--- config.mk ---
export PLATFORM = sky130hd
export DESIGN_NAME = att_csi
export DESIGN_NICKNAME = d
export VERILOG_FILES = /design/src/hdl/att_pkg.sv /design/src/hdl/att_csi.sv
export SDC_FILE = /design/constraint.sdc
export NUM_CORES = 1
export LEC_CHECK = 0
export ABC_AREA = 1
export BUFFER_PORTS_ARGS = -buffer_cell sky130_fd_sc_hd__buf_2
export CORE_ASPECT_RATIO = 1.5
export CORE_MARGIN = 2
export CORE_UTILIZATION = 50
export CTS_CLUSTER_DIAMETER = 120
export DETAILED_ROUTE_END_ITERATION = 10
export GPL_TIMING_DRIVEN = 1
export PLACE_DENSITY = 0.73
export RECOVER_POWER = 50
export SLEW_MARGIN = 20
export SYNTH_ARGS = -nofsm -noshare
export SYNTH_HDL_FRONTEND = slang
export SYNTH_SLANG_ARGS = --single-unit
--- constraint.sdc ---
create_clock -name clk -period 8 [get_ports clk]
set_input_delay 0.8 -clock clk [delete_from_list [all_inputs] [get_ports clk]]
set_output_delay 0.8 -clock clk [all_outputs]
set_load 0.01 [all_outputs]
--- src/hdl/att_pkg.sv ---
// Shared types, character codes and colour helpers for the text terminal engine.
package att_pkg;

  localparam int ROW_W  = 6;
  localparam int COL_W  = 8;
  localparam int PROD_W = ROW_W + COL_W;
  localparam int CELL_W = 16;

  localparam logic [7:0]  BASE_ATTR  = 8'h0f;
  localparam logic [7:0]  BLANK_CHAR = 8'h20;
  localparam logic [CELL_W-1:0] BLANK_CELL = {BASE_ATTR, BLANK_CHAR};

  localparam logic [7:0] CH_BS     = 8'd8;
  localparam logic [7:0] CH_LF     = 8'd10;
  localparam logic [7:0] CH_CR     = 8'd13;
  localparam logic [7:0] CH_ESC    = 8'd27;
  localparam logic [7:0] CH_LBRACK = 8'h5b;
  localparam logic [7:0] CH_QMARK  = 8'h3f;
  localparam logic [7:0] CH_SEMI   = 8'h3b;
  localparam logic [7:0] CH_0      = 8'h30;
  localparam logic [7:0] CH_9      = 8'h39;
  localparam logic [7:0] CMD_CUP   = 8'h48;  // H
  localparam logic [7:0] CMD_HVP   = 8'h66;  // f
  localparam logic [7:0] CMD_ED    = 8'h4a;  // J
  localparam logic [7:0] CMD_EL    = 8'h4b;  // K
  localparam logic [7:0] CMD_CUU   = 8'h41;  // A
  localparam logic [7:0] CMD_CUD   = 8'h42;  // B
  localparam logic [7:0] CMD_CUF   = 8'h43;  // C
  localparam logic [7:0] CMD_CUB   = 8'h44;  // D
  localparam logic [7:0] CMD_SGR   = 8'h6d;  // m

  localparam logic [7:0] BOLD_SET  = 8'h08;
  localparam logic [7:0] BOLD_KEEP = 8'hf7;

  localparam logic [15:0] SGR_RESET   = 16'd0;
  localparam logic [15:0] SGR_BOLD    = 16'd1;
  localparam logic [15:0] SGR_NORMAL  = 16'd22;
  localparam logic [15:0] SGR_REVERSE = 16'd7;
  localparam logic [15:0] SGR_FG_LO   = 16'd30;
  localparam logic [15:0] SGR_FG_HI   = 16'd37;
  localparam logic [15:0] SGR_FG_DEF  = 16'd39;
  localparam logic [15:0] SGR_BG_LO   = 16'd40;
  localparam logic [15:0] SGR_BG_HI   = 16'd47;
  localparam logic [15:0] SGR_BFG_LO  = 16'd90;
  localparam logic [15:0] SGR_BFG_HI  = 16'd97;
  localparam logic [15:0] SGR_BBG_LO  = 16'd100;
  localparam logic [15:0] SGR_BBG_HI  = 16'd107;
  localparam logic [15:0] ED_ALL      = 16'd2;

  localparam logic CFG_COLUMNS = 1'b0;
  localparam logic CFG_ROWS    = 1'b1;

  typedef enum logic [1:0] {
    KIND_TERM  = 2'd0,
    KIND_RAW   = 2'd1,
    KIND_READ  = 2'd2,
    KIND_CLEAR = 2'd3
  } kind_t;

  typedef enum logic [1:0] {
    PH_IDLE = 2'd0,
    PH_ESC  = 2'd1,
    PH_CSI  = 2'd2
  } phase_t;

  typedef struct packed {
    logic       clear;
    logic       digit;
    logic [3:0] digit_val;
    logic       advance;
    logic       shift;
  } csi_cmd_t;

  typedef struct packed {
    logic [15:0] v0;
    logic [15:0] v1;
    logic        v1_live;
  } csi_args_t;

  function automatic logic [2:0] sgr_to_vga(input logic [2:0] idx);
    logic [2:0] res;
    case (idx)
      3'd0:    res = 3'd0;
      3'd1:    res = 3'd4;
      3'd2:    res = 3'd2;
      3'd3:    res = 3'd6;
      3'd4:    res = 3'd1;
      3'd5:    res = 3'd5;
      3'd6:    res = 3'd3;
      default: res = 3'd7;
    endcase
    return res;
  endfunction

  function automatic logic [7:0] apply_sgr(input logic [15:0] p, input logic [7:0] a);
    logic [7:0] res;
    logic [15:0] off;
    res = a;
    off = 16'd0;
    if (p == SGR_RESET) begin
      res = BASE_ATTR;
    end else if (p == SGR_BOLD) begin
      res = a | BOLD_SET;
    end else if (p == SGR_NORMAL) begin
      res = a & BOLD_KEEP;
    end else if (p == SGR_REVERSE) begin
      res = {a[3:0], a[7:4]};
    end else if (p >= SGR_FG_LO && p <= SGR_FG_HI) begin
      off = p - SGR_FG_LO;
      res = {a[7:3], sgr_to_vga(off[2:0])};
    end else if (p == SGR_FG_DEF) begin
      res = {a[7:4], BASE_ATTR[3:0]};
    end else if (p >= SGR_BG_LO && p <= SGR_BG_HI) begin
      off = p - SGR_BG_LO;
      res = {1'b0, sgr_to_vga(off[2:0]), a[3:0]};
    end else if (p >= SGR_BFG_LO && p <= SGR_BFG_HI) begin
      off = p - SGR_BFG_LO;
      res = {a[7:4], 1'b1, sgr_to_vga(off[2:0])};
    end else if (p >= SGR_BBG_LO && p <= SGR_BBG_HI) begin
      off = p - SGR_BBG_LO;
      res = {1'b1, sgr_to_vga(off[2:0]), a[3:0]};
    end
    return res;
  endfunction

endpackage

--- src/hdl/att_csi.sv ---
// CSI parameter registers: decimal accumulation, slot select and shift-out.
module att_csi #(
  parameter int SLOTS  = 3,
  parameter int SLOT_W = (SLOTS > 1) ? $clog2(SLOTS) : 1
) (
  input  logic                clk,
  input  logic                rst_n,
  input  att_pkg::csi_cmd_t   cmd_i,
  output att_pkg::csi_args_t  args_o,
  output logic [SLOT_W-1:0]   slot_o
);
  import att_pkg::*;

  localparam int IDX1 = (SLOTS > 1) ? 1 : 0;
  localparam logic [SLOT_W-1:0] LAST_SLOT = SLOT_W'(SLOTS - 1);

  logic [15:0]       val_r   [SLOTS];
  logic [15:0]       val_nxt [SLOTS];
  logic [SLOT_W-1:0] slot_r, slot_nxt;
  logic [19:0]       acc;

  assign acc = 20'(val_r[slot_r]) * 20'd10 + 20'(cmd_i.digit_val);

  always_comb begin
    val_nxt  = val_r;
    slot_nxt = slot_r;
    if (cmd_i.clear) begin
      for (int i = 0; i < SLOTS; i++) val_nxt[i] = 16'd0;
      slot_nxt = '0;
    end else if (cmd_i.digit) begin
      val_nxt[slot_r] = (acc > 20'd65535) ? 16'hffff : acc[15:0];
    end else if (cmd_i.advance) begin
      if (slot_r != LAST_SLOT) slot_nxt = slot_r + 1'b1;
    end else if (cmd_i.shift) begin
      for (int i = 0; i < SLOTS - 1; i++) val_nxt[i] = val_r[i+1];
      val_nxt[SLOTS-1] = 16'd0;
    end
  end

  always_ff @(posedge clk) begin
    if (!rst_n) begin
      for (int i = 0; i < SLOTS; i++) val_r[i] <= 16'd0;
      slot_r <= '0;
    end else begin
      val_r  <= val_nxt;
      slot_r <= slot_nxt;
    end
  end

  assign args_o.v0      = val_r[0];
  assign args_o.v1      = val_r[IDX1];
  assign args_o.v1_live = (SLOTS > 1) && (slot_r != '0);
  assign slot_o         = slot_r;

endmodule

# Word level (Yosys, flattened, before mapping)
# Cells that the tools add are included.
word_totals:
  reg_bits: 50
  input_bits: 10
  output_inout_bits: 35
op_classes:
  addsub: 2
  n_mul: 1
  magnitude_cmp: 3
  eq_ne: 2
  muxes: 10
  bitwise_logic: 3
  reduce_logical: 6
ops:
  columns: ["operator", "n"]
  rows:
  - ["2-to-1 mux 48 bit", 3]
  - ["2-to-1 mux 16 bit", 4]
  - ["bitwise mux 48 bit", 1]
  - ["binary-select mux 16 bit (select 2 bit)", 1]
  - ["demux 16 bit (select 2 bit)", 1]
  - ["adder 20 x 4 -> 20 bit", 1]
  - ["greater-than comparator 20 x 16 -> 1 bit (second input constant)", 1]
  - ["multiplier 16 x 3 -> 19 bit (second input constant)", 1]
  - ["nonzero test 2 bit", 2]
  - ["greater-or-equal comparator 3 bit (second input constant)", 1]
  - ["< comparator 3 x 1 -> 1 bit (second input constant)", 1]
  - ["NOT 2 -> 3 bit", 1]
  - ["AND reduction 3 bit", 1]
  - ["adder 2 x 1 -> 2 bit (second input constant)", 1]
  - ["inequality test 2 x 1 -> 1 bit (second input constant)", 1]
  - ["inequality test 2 bit (second input constant)", 1]
  - ["NOT 1 bit", 2]
  - ["AND reduction 2 bit", 1]
  - ["OR reduction 2 bit", 1]
  - ["logical AND 1 bit", 1]

# Logic depth before layout (Yosys ltp)
# Gate-level depths: netlist of run 1.
logic_depth:
  depth_word: 10
  depth_mapped: 24
  mapped_depth_nobuf: 23

# Worst setup path after synthesis of run 1
# No wires, ideal clock.
synth_path:
  kind: "register to register"
  startpoint: "reg slot_r[0], in the netlist slot_o[0]"
  endpoint: "reg val_r[4] (netlist name)"
  arrival_time_ns: 3.441
  required_ns: 7.867
  slack_ns: 4.426
  path_stages_with_launch: 22
  n_path_buf: 3
  synth_period_minus_slack_ns: 3.574
  cell_sequence: "dfxtp_1 > buf_2 > clkbuf_1 > o21ai_0 > o21ai_0 > ha_1 > ha_1 > inv_1 > fa_1 > nor2_1 > nand4_1 > a21oi_1 > nand2_2 > nor2_4 > nand3_2 > nor2_1 > nand2_1 > nand2_4 > buf_12 > nand4_2 > nand2_1 > a21oi_2"
synth_between:
  elab_chain_cells: 10
synth_rtl:
  columns: ["item", "line_no", "rtl"]
  rows:
  - ["from (decl)", "att_csi.sv:19", "logic [SLOT_W-1:0] slot_r, slot_nxt;"]
  - ["from (signal assigned)", "att_csi.sv:46", "slot_r <= slot_nxt;"]
  - ["NOT 2 -> 3 bit (*)", "att_csi.sv:22, att_csi.sv:31", null]
  - ["binary-select mux 16 bit (select 2 bit)", "att_csi.sv:22", "assign acc = 20'(val_r[slot_r]) * 20'd10 + 20'(cmd_i.digit_val);"]
  - ["2-to-1 mux 16 bit (not written as such) (2 in a row)", "att_csi.sv:22", null]
  - ["multiplier 16 x 3 -> 19 bit", "att_csi.sv:22", null]
  - ["adder 20 x 4 -> 20 bit", "att_csi.sv:22", null]
  - ["greater-than comparator 20 x 16 -> 1 bit", "att_csi.sv:31", "val_nxt[slot_r] = (acc > 20'd65535) ? 16'hffff : acc[15:0];"]
  - ["2-to-1 mux 16 bit", "att_csi.sv:31", null]
  - ["bitwise mux 48 bit (*)", "att_csi.sv:31", null]
  - ["2-to-1 mux 48 bit (*)", "att_csi.sv:30", "end else if (cmd_i.digit) begin"]
  - ["to (signal assigned)", "att_csi.sv:45", "val_r <= val_nxt;"]
  - ["to (decl)", "att_csi.sv:17", "logic [15:0] val_r [SLOTS];"]
# Mark *: on every way between the ends. The rest lies on a longest branch, timed or not. The select of a mux whose other input is x is not followed.
# A chain may end at the register's enable or synchronous reset.

# Worst setup path in the final report of run 1
layout_path:
  startpoint: "reg slot_r[0], in the netlist slot_o[0]"
  endpoint: "reg val_r[3] (netlist name)"
# Same word-level chain as after synthesis.

==> impl_metrics.tcl, run 1 <==
set metrics [dict create \
    status "finished, violations left" \
    violations "max-capacitance violations, max-slew violations" \
    slew_headroom_pct -33.3 \
    drtIter0Drc 375 \
    ctsResizeCount 0 \
    p_leak_nw 2.03 \
    multiInputGateArea_sq_um 2690 \
    grt.total_usage_pct 25.9 \
    synth_area_sq_um 4350 \
    synth-simple-area-share_pct 30.7 \
    grt_pass1_vias 4142 \
    seq_area_frac_synth_pct 23.0 \
    ys.flop_type "dfxtp_1" \
    maxSlewViolCount 17 \
    dieArea_sq_um 9470 \
    cp_max_fo 20 \
    die_h_microns 118 \
    synth_top_family_by_area "simple AND/OR/NAND/NOR gates" \
    synth.area.top_cells "dfxtp_1, nand2_1, ha_1" \
    viasPerCell 5.86 \
    n_fill_cell 885 \
    port_buffers 44 \
    htreeDepth 2 \
    synth-compound-area-share_pct 18.8 \
    syn_area_per_cell_sq_um 6.83 \
    tns_ns 0 \
    antenna_found_initial 0 \
    fp.dieW_microns 80.1 \
    root_buffer "clkbuf_16" \
    powerDensity_nw_per_um2 172 \
    crit_path_frequent_cell "nand2_1" \
    fin_skew_ns 0.00337 \
    drt-total-wl_microns 12100 \
    syn_nets 682 \
    synthCells 636 \
    ant_nets 0 \
    std_cell_rows 41 \
    synth_mux_area_share_pct 0 \
    maxCapViolations 1 \
    clock.fmax_mhz 161 \
    clock_path_buffers 2 \
    fin_crit_ns 6.20 \
    firstDrtPassIters 5 \
    postCtsSetupBuffers 0 \
    critPathRequiredTime_ns 8.16 \
    place.gp.congestion 0.935 \
    clock_sinks 50 \
    n_antenna_cell 0 \
    drive_gt1_share_pct 9.58 \
    rsz0062_at_grt "false" \
    io_pins 45 \
    synth_seq_cells 50 \
    core_sq_um 8410 \
    finalCritPeriodShare_pct 77.5 \
    grt_max_degree 27 \
    synth.distinct_cells 37 \
    synth_area_leader_cell "dfxtp_1" \
    final_util_pct 52.9 \
    yosysWarnings 0 \
    dp_hpwl_microns 8970 \
    cts_tree "built" \
    clk_pin_slew_ns 0.06 \
    ir_drop_v 0.000144 \
    synthAdderAreaFrac_pct 10.7 \
    synth_edf_count 0 \
    totalPowerFinal_mw 0.767 \
    worst_ep_arrival_time_ns 6.36 \
    area.sequential_sq_um 1000 \
    vias 4357 \
    crit_slowest_cell "nor2_1" \
    hp-class "reg -> reg" \
    slowest_delay_ns 1.47 \
    clkLatencyLatePin_ns 0.30 \
    path_cells "clkinv_1 > nor2_1 > o21ai_0 > ha_1 > ha_1 > inv_1 > fa_1 > inv_1 > nand3_1 > nand2_1 > nand2_1 > nand2_1 > nand2_1 > nand2_1 > inv_1 > nand3_1 > nor2_2 > nor2_1 > nand4_1 > nand2_1 > a21oi_1" \
    async_reset_ff_share_pct 0 \
    wire_per_inst_microns 16.3 \
    finalHoldViolCount 0 \
    grt_pass1_wl_microns 19700 \
    setup_viol 0 \
    endpoint_kind "flop" \
    ctsHoldBuffers 0 \
    cp-start-kind "flop" \
    synth_xor_xnor_area_share_pct 1.78 \
    critPathKind "reg -> reg" \
    drcViolationCount 0 \
    initial_core_util_pct 51.7 \
    fin_nets 682 \
    grt-ovfl-total 0 \
    yosys.area.top_type_share_pct 23.0 \
    worstMarginPinSlew_ns 1.99 \
    syn_to_final_growth_pct 2.36 \
    cts-buffers-inserted 5 \
]
[layout make-up]
cell class	instances	share of cell area, %
clock buffers	7	3.21
multi-input cells	457	60.4
flip-flops and latches	50	22.5
inverters	75	6.33
clock inverters	1	0.112
well taps	107	3.01
repair buffers	47	4.47
[metal layers]
| metal | track usage, % | wire length, microns | vias up |
|---|---|---|---|
| met1 | 29.9 | 4770 | 2046 |
| met3 | 4.20 | 717 | 34 |
| met2 | 45.6 | 6250 | 183 |
| met5 | 0 | 0 | - |
| met4 | 12.0 | 404 | 0 |
| li1 | - | - | 2094 |
[layout by cell type (no fill, tap or decap), types with 7 or more instances in the layout]
master	instances
a21oi_1	60
a21oi_2	9
buf_2	9
clkbuf_1	36
dfxtp_1	50
ha_1	34
inv_1	64
inv_2	7
nand2_1	154
nand3_1	24
nand4_1	14
nand4_4	7
nor2_1	52
o21ai_0	46
o221ai_1	20
[worst max-delay path: cells and delay by family, from the launching register on]
| kind | cells | cell delay, ns |
|---|---|---|
| AND/OR/NAND/NOR | 12 | 3.05 |
| AO/OA/AOI/OAI | 2 | 0.30 |
| buffers and inverters | 4 | 0.97 |
| adder cells (fa/ha/maj) | 3 | 0.96 |
| flip-flops | 1 | 0.76 |
[cells by family (layout without fill, tap and decap cells)]
kind of cell | Yosys count | count (layout)
compound gates | 139 | 139
xor+xnor | 8 | 8
fa+ha+maj | 36 | 36
buf+inv | 129 | 130
flops | 50 | 50
simple gates | 274 | 274
[path summary, 6_finish.rpt]
path	cells after the start	end	slack (ns)	startpoint
max	21	val_r[3]	1.80	slot_o[0]
min	2	val_r[9]	0.49	val_r[9]
max reg2reg	21	val_r[3]	1.80	slot_o[0]
min reg2reg	2	val_r[9]	0.49	val_r[9]
[flip-flops by register name, indices dropped and copies added (netlist names)]
name    cells
slot_o      2
args_o     32
val_r      16
[per-stage QoR]
| step | worst slack (ns) | std cells | hold slack [ns] | instance area [sq um] |
|---|---|---|---|---|
| 3_5_place_dp | 3.04 | 736 | 0.472 | 4360 |
| 5_1_grt | 1.27 | 744 | 0.516 | 4450 |
| 4_1_cts | 3.00 | 744 | 0.484 | 4500 |
| 6_report | 1.80 | 744 | 0.489 | 4450 |
| 3_3_place_gp | 3.28 | 736 | 0.468 | 4360 |
| 2_1_floorplan | 4.43 | 636 | 0.458 | 4350 |
[cells in the mapped netlist, types with 14 or more instances]
cell      count
nand2_1     153
inv_1        62
a21oi_1      60
nor2_1       51
dfxtp_1      50
o21ai_0      46
ha_1         34
buf_4        33
nand3_1      24
o221ai_1     20
clkbuf_1     17
nand4_1      14
[power by group]
group,switching [mW],internal (mW)
Clock,0.0948,0.124
Sequential,0.00964,0.258
Combinational,0.190,0.0899
Total,0.295,0.472
Power figures use the tool's default switching activity.
==> run 2, diff against run 1 <==
- PLACE_DENSITY: 0.73 -> 0.76
- clock period: 8 -> 5.6 ns (I/O delays scaled with it)
==> run 2 against run 1 <==
The flow now finishes without violations. Via count fell by 0.41%. Non-clock buffer count grew 2. Sequential power is 42% higher. First-iteration DRC count is 0.27% lower. Power is 39% higher. Critical endpoint is now val_r[5]. Largest power group unchanged.
==> impl_metrics.tcl, run 2 (synthesized netlist as in run 1, its figures left out) <==
set metrics [dict create \
    status "completed" \
    maxCapViolations 0 \
    dp_hpwl_microns 9120 \
    cp_max_fo 20 \
    ir_drop_v 0.000227 \
    clkLatencyLatePin_ns 0.30 \
    drt-total-wl_microns 11800 \
    slew_headroom_pct 19.6 \
    fin_crit_ns 4.78 \
    antenna_found_initial 0 \
    dieArea_sq_um 9470 \
    rsz0062_at_grt "false" \
    totalPowerFinal_mw 1.06 \
    cts_tree "built" \
    finalHoldViolCount 0 \
    hp-class "reg -> reg" \
    place_area_sq_um 4370 \
    die_h_microns 118 \
    final_common_cell "nand2_1" \
    endpoint_kind "flop" \
    place.gp.congestion 0.997 \
    hp-start "val_r[15]" \
    area.sequential_sq_um 1000 \
    maxSlewViolCount 0 \
    grt_max_degree 27 \
    multiInputGateArea_sq_um 2640 \
    r2r_cells 21 \
    drtIter0Drc 374 \
    finalCritPeriodShare_pct 85.3 \
    io_pins 45 \
    final_cell_mix "nand2_1, inv_1, a21oi_1, nor2_1, dfxtp_1" \
    worstMarginPinSlew_ns 1.20 \
    clock_path_buffers 2 \
    hold_ws_ns 0.486 \
    finalNonFillerCells 745 \
    wire_per_inst_microns 15.8 \
    grt.total_usage_pct 25.8 \
    critPathRequiredTime_ns 5.76 \
    n_antenna_cell 0 \
    grt_pass1_wl_microns 19500 \
    critPathKind "reg -> reg" \
    grt-ovfl-total 0 \
    rrSetupSlack_ns 0.82 \
    initial_core_util_pct 51.7 \
    std_cell_rows 41 \
    cp-start-kind "flop" \
    fin_nets 684 \
    ant_nets 0 \
    ctsResizeCount 0 \
    n_fill_cell 877 \
    largest_reg_flops 32 \
    grt_pass1_vias 4156 \
    powerDensity_nw_per_um2 241 \
    clock.fmax_mhz 209 \
    viasPerCell 5.82 \
    fp.dieW_microns 80.1 \
    p_leak_nw 2.03 \
    core_sq_um 8410 \
    tns_ns 0 \
    stdcell_area_sq_um 4410 \
    drcViolationCount 0 \
    htreeDepth 2 \
    fin_skew_ns 0.00750 \
    ctsHoldBuffers 0 \
    whs_path_depth 2 \
    crit-reg2reg-launch "slot_o[0]" \
    cts-buffers-inserted 5 \
    root_buffer "clkbuf_16" \
    port_buffers 44 \
    whs_endpoint "val_r[15]" \
    syn_to_final_growth_pct 1.38 \
    firstDrtPassIters 6 \
    setup_viol 0 \
    worst_ep_arrival_time_ns 4.94 \
    vias 4339 \
    clk_pin_slew_ns 0.06 \
    r2r_end "val_r[5]" \
    dp_cells 738 \
    clock_sinks 50 \
    drive_gt1_share_pct 9.87 \
    postCtsSetupBuffers 0 \
]
## run 2: cell types whose count changed in the layout (fill, tap and decap cells not counted), moves of 2 or more
cell | before | now
nand4_1 | 14 | 17
nand4_4 | 7 | 4
inv_1 | 64 | 62
inv_2 | 7 | 9
## run 2: power breakdown
part / switching [mW] / leakage, nW / internal [mW] / total, mW
combinational: 0.265 / 1.55 / 0.123 / 0.388
sequential: 0.0124 / 0.406 / 0.369 / 0.381
clock: 0.133 / 0.0694 / 0.162 / 0.295
total: 0.410 / 2.03 / 0.654 / 1.06
## run 2: worst max path at each step
stage	start	to	cells past startpoint
finish	slot_o[0]	val_r[5]	21
global route	slot_o[0]	val_r[5]	21
global placement	slot_o[1]	args_o[18]	21
floorplan	slot_o[0]	val_r[4]	21
CTS	slot_o[1]	val_r[11]	21
detailed placement	slot_o[1]	val_r[11]	21
## run 2: final cells by class
cell class / instances / share of cell area (%)
Clock buffer: 5 / 2.84
Timing Repair Buffer: 49 / 4.80
Inverter: 75 / 6.39
Sequential cell: 50 / 22.7
Clock inverter: 2 / 0.227
Multi-Input combinational cell: 457 / 60.0
Tap cell: 107 / 3.04
## run 2: worst max-delay path, stage by stage, from the launching register on
cell	delay [ns]
dfxtp_1	0.30
buf_4	0.19
clkinv_1	0.14
clkbuf_1	0.58
nor2_1	0.09
o21ai_0	0.56
ha_1	0.35
ha_1	0.36
nand2_1	0.15
inv_1	0.07
nand2_1	0.09
nand3_1	0.13
nand2_1	0.10
nand2_1	0.13
nor2_1	0.33
nand3_2	0.18
nor2_1	0.12
nand2_1	0.09
nand2_4	0.22
nand4_1	0.23
nand2_1	0.13
a21oi_1	0.08
## run 2: through the flow
stage / setup slack (ns) / utilization, %
2_1_floorplan: 2.03 / -
3_3_place_gp: 1.33 / 51.9
3_5_place_dp: 1.18 / 51.9
4_1_cts: 1.17 / 53.6
5_1_grt: 0.465 / 52.4
6_report: 0.821 / 52.4
## run 2: metal layers
layer	track usage, %	wire length, microns	vias up
met5	0	0	-
met4	13.5	496	0
met3	3.05	766	44
li1	-	-	2102
met2	46.5	6130	201
met1	28.8	4410	1992
==> run 3, diff against run 2 <==
- MAX_ROUTING_LAYER: not set -> met4
==> run 3 against run 2 <==
First-iteration DRC count grew 25%. Final area rose by 0.85%. Clock-buffer cell count is 1 higher. Hold slack improved by 0.0030 ns. Cell count is 0.13% higher. Die area unchanged. Sequential share of layout area shrank 0.19 points. Global-route usage up 1.4 points. Critical path depth shrank 1. Utilization grew 0.45 points. Critical endpoint is now args_o[32]. Largest cell class unchanged. Largest power group unchanged.
==> impl_metrics.tcl, run 3 (synthesized netlist as in run 1, its figures left out) <==
set metrics [dict create \
    path_cells "clkbuf_1 > nor2_2 > nand2_1 > o21ai_0 > ha_1 > ha_1 > inv_1 > fa_1 > nor2_1 > nand4_1 > a21oi_1 > nand2_2 > nor2_4 > nand3_2 > nor2_1 > nand2_1 > nand2_4 > nand4_1 > inv_1 > a21oi_1" \
    ctsResizeCount 0 \
    critPathRequiredTime_ns 5.75 \
    clock_path_buffers 2 \
    grt-ovfl-total 0 \
    crit-reg2reg-launch "slot_o[0]" \
    std_cell_rows 41 \
    htreeDepth 2 \
    grt_max_degree 27 \
    clkLatencyLatePin_ns 0.30 \
    whs_path_depth 2 \
    status "completed" \
    clock_sinks 50 \
    wire_per_inst_microns 16.5 \
    worst_ep_arrival_time_ns 4.92 \
    setup_ws_ns 0.830 \
    powerDensity_nw_per_um2 254 \
    clock.fmax_mhz 210 \
    root_buffer "clkbuf_16" \
    fp.dieW_microns 80.1 \
    place_area_sq_um 4370 \
    die_h_microns 118 \
    final_cell_mix "nand2_1, inv_1, a21oi_1, nor2_1, dfxtp_1" \
    viasPerCell 5.84 \
    dp_worst_setup_slack_ns 1.03 \
    n_fill_cell 854 \
    p_leak_nw 2.03 \
    stdcell_area_sq_um 4440 \
    antenna_found_initial 0 \
    core_sq_um 8410 \
    rrSetupSlack_ns 0.83 \
    whs_endpoint "val_r[3]" \
    maxSlewViolCount 0 \
    grt.total_usage_pct 27.2 \
    grt_pass1_wl_microns 20200 \
    cts-buffers-inserted 5 \
    r2r_end "args_o[32]" \
    ctsHoldBuffers 0 \
    grt_pass1_vias 4309 \
    postCtsSetupBuffers 0 \
    tns_ns 0 \
    initial_core_util_pct 51.7 \
    drtIter0Drc 466 \
    finalCritPeriodShare_pct 85.2 \
    rsz0062_at_grt "false" \
    final_common_cell "nand2_1" \
    drive_gt1_share_pct 10.0 \
    critPathKind "reg -> reg" \
    hp-class "reg -> reg" \
    drt-total-wl_microns 12300 \
    dp_hpwl_microns 9280 \
    io_pins 45 \
    n_antenna_cell 0 \
    crit_slowest_cell "nor2_2" \
    worstMarginPinSlew_ns 0.808 \
    finalNonFillerCells 746 \
    cp-start-kind "flop" \
    ant_nets 0 \
    drcViolationCount 0 \
    place.gp.congestion 0.940 \
    fin_nets 684 \
    dieArea_sq_um 9470 \
    clk_pin_slew_ns 0.07 \
    slew_headroom_pct 46.1 \
    hp-start "val_r[3]" \
    cts_tree "built" \
    syn_to_final_growth_pct 2.25 \
    finalHoldViolCount 0 \
    firstDrtPassIters 5 \
    dp_cells 738 \
    largest_reg_flops 32 \
    ir_drop_v 0.000210 \
    port_buffers 44 \
    vias 4360 \
    fin_crit_ns 4.77 \
    endpoint_kind "flop" \
    fin_skew_ns 0.00811 \
    setup_viol 0 \
    maxCapViolations 0 \
    slowest_delay_ns 0.72 \
    cp_max_fo 19 \
    r2r_cells 20 \
]
==> run 3: stage by stage <==
stage | hold WS, ns | util, % | power (mW)
6_report | 0.489 | 52.8 | 1.13
2_1_floorplan | 0.458 | - | 0.722
3_5_place_dp | 0.480 | 52.0 | 0.795
4_1_cts | 0.490 | 54.0 | 1.14
3_3_place_gp | 0.473 | 51.9 | 0.783
5_1_grt | 0.494 | 52.8 | 1.19
==> run 3: power by group <==
part           internal, mW  leakage (nW)  total [mW]  switching (mW)
clock                 0.211        0.0771       0.352           0.140
combinational         0.124          1.55       0.395           0.271
sequential            0.369         0.406       0.382          0.0131
total                 0.704          2.03        1.13           0.425
==> run 3: cell type report <==
cell class | instances | area, sq um | area share, %
clock buffers | 6 | 129 | 2.90
repair buffers | 49 | 208 | 4.67
flip-flops and latches | 50 | 1000 | 22.5
multi-input cells | 457 | 2650 | 59.7
well taps | 107 | 134 | 3.01
clock inverters | 2 | 37.5 | 0.845
inverters | 75 | 282 | 6.33
==> run 3: critical path: cells and delay by family (launching register included) <==
family | cells | cell delay [ns]
buf+inv | 3 | 0.58
simple gates | 11 | 2.17
compound gates | 3 | 0.51
flops | 1 | 0.32
fa+ha+maj | 3 | 1.03
==> run 3: how the worst max path moves through the flow <==
stage | startpoint | depth (start not counted) | endpoint | slack (ns)
6_report | slot_o[0] | 20 | args_o[32] | 0.83
5_1_grt | slot_o[0] | 22 | val_r[5] | 0.46
4_1_cts | slot_o[1] | 21 | args_o[32] | 0.96
3_5_place_dp | slot_o[1] | 21 | args_o[32] | 1.03
3_3_place_gp | slot_o[1] | 20 | args_o[32] | 1.25
2_1_floorplan | slot_o[0] | 21 | val_r[4] | 2.03
==> run 3: metal layers <==
metal  GRT usage [%]  routed length, microns  vias to the layer above
met5               -                       0                        -
met4            15.0                     607                        0
met3            5.04                     882                       52
met2            46.1                    6230                      204
met1            29.3                    4610                     2000
li1                -                       -                     2104
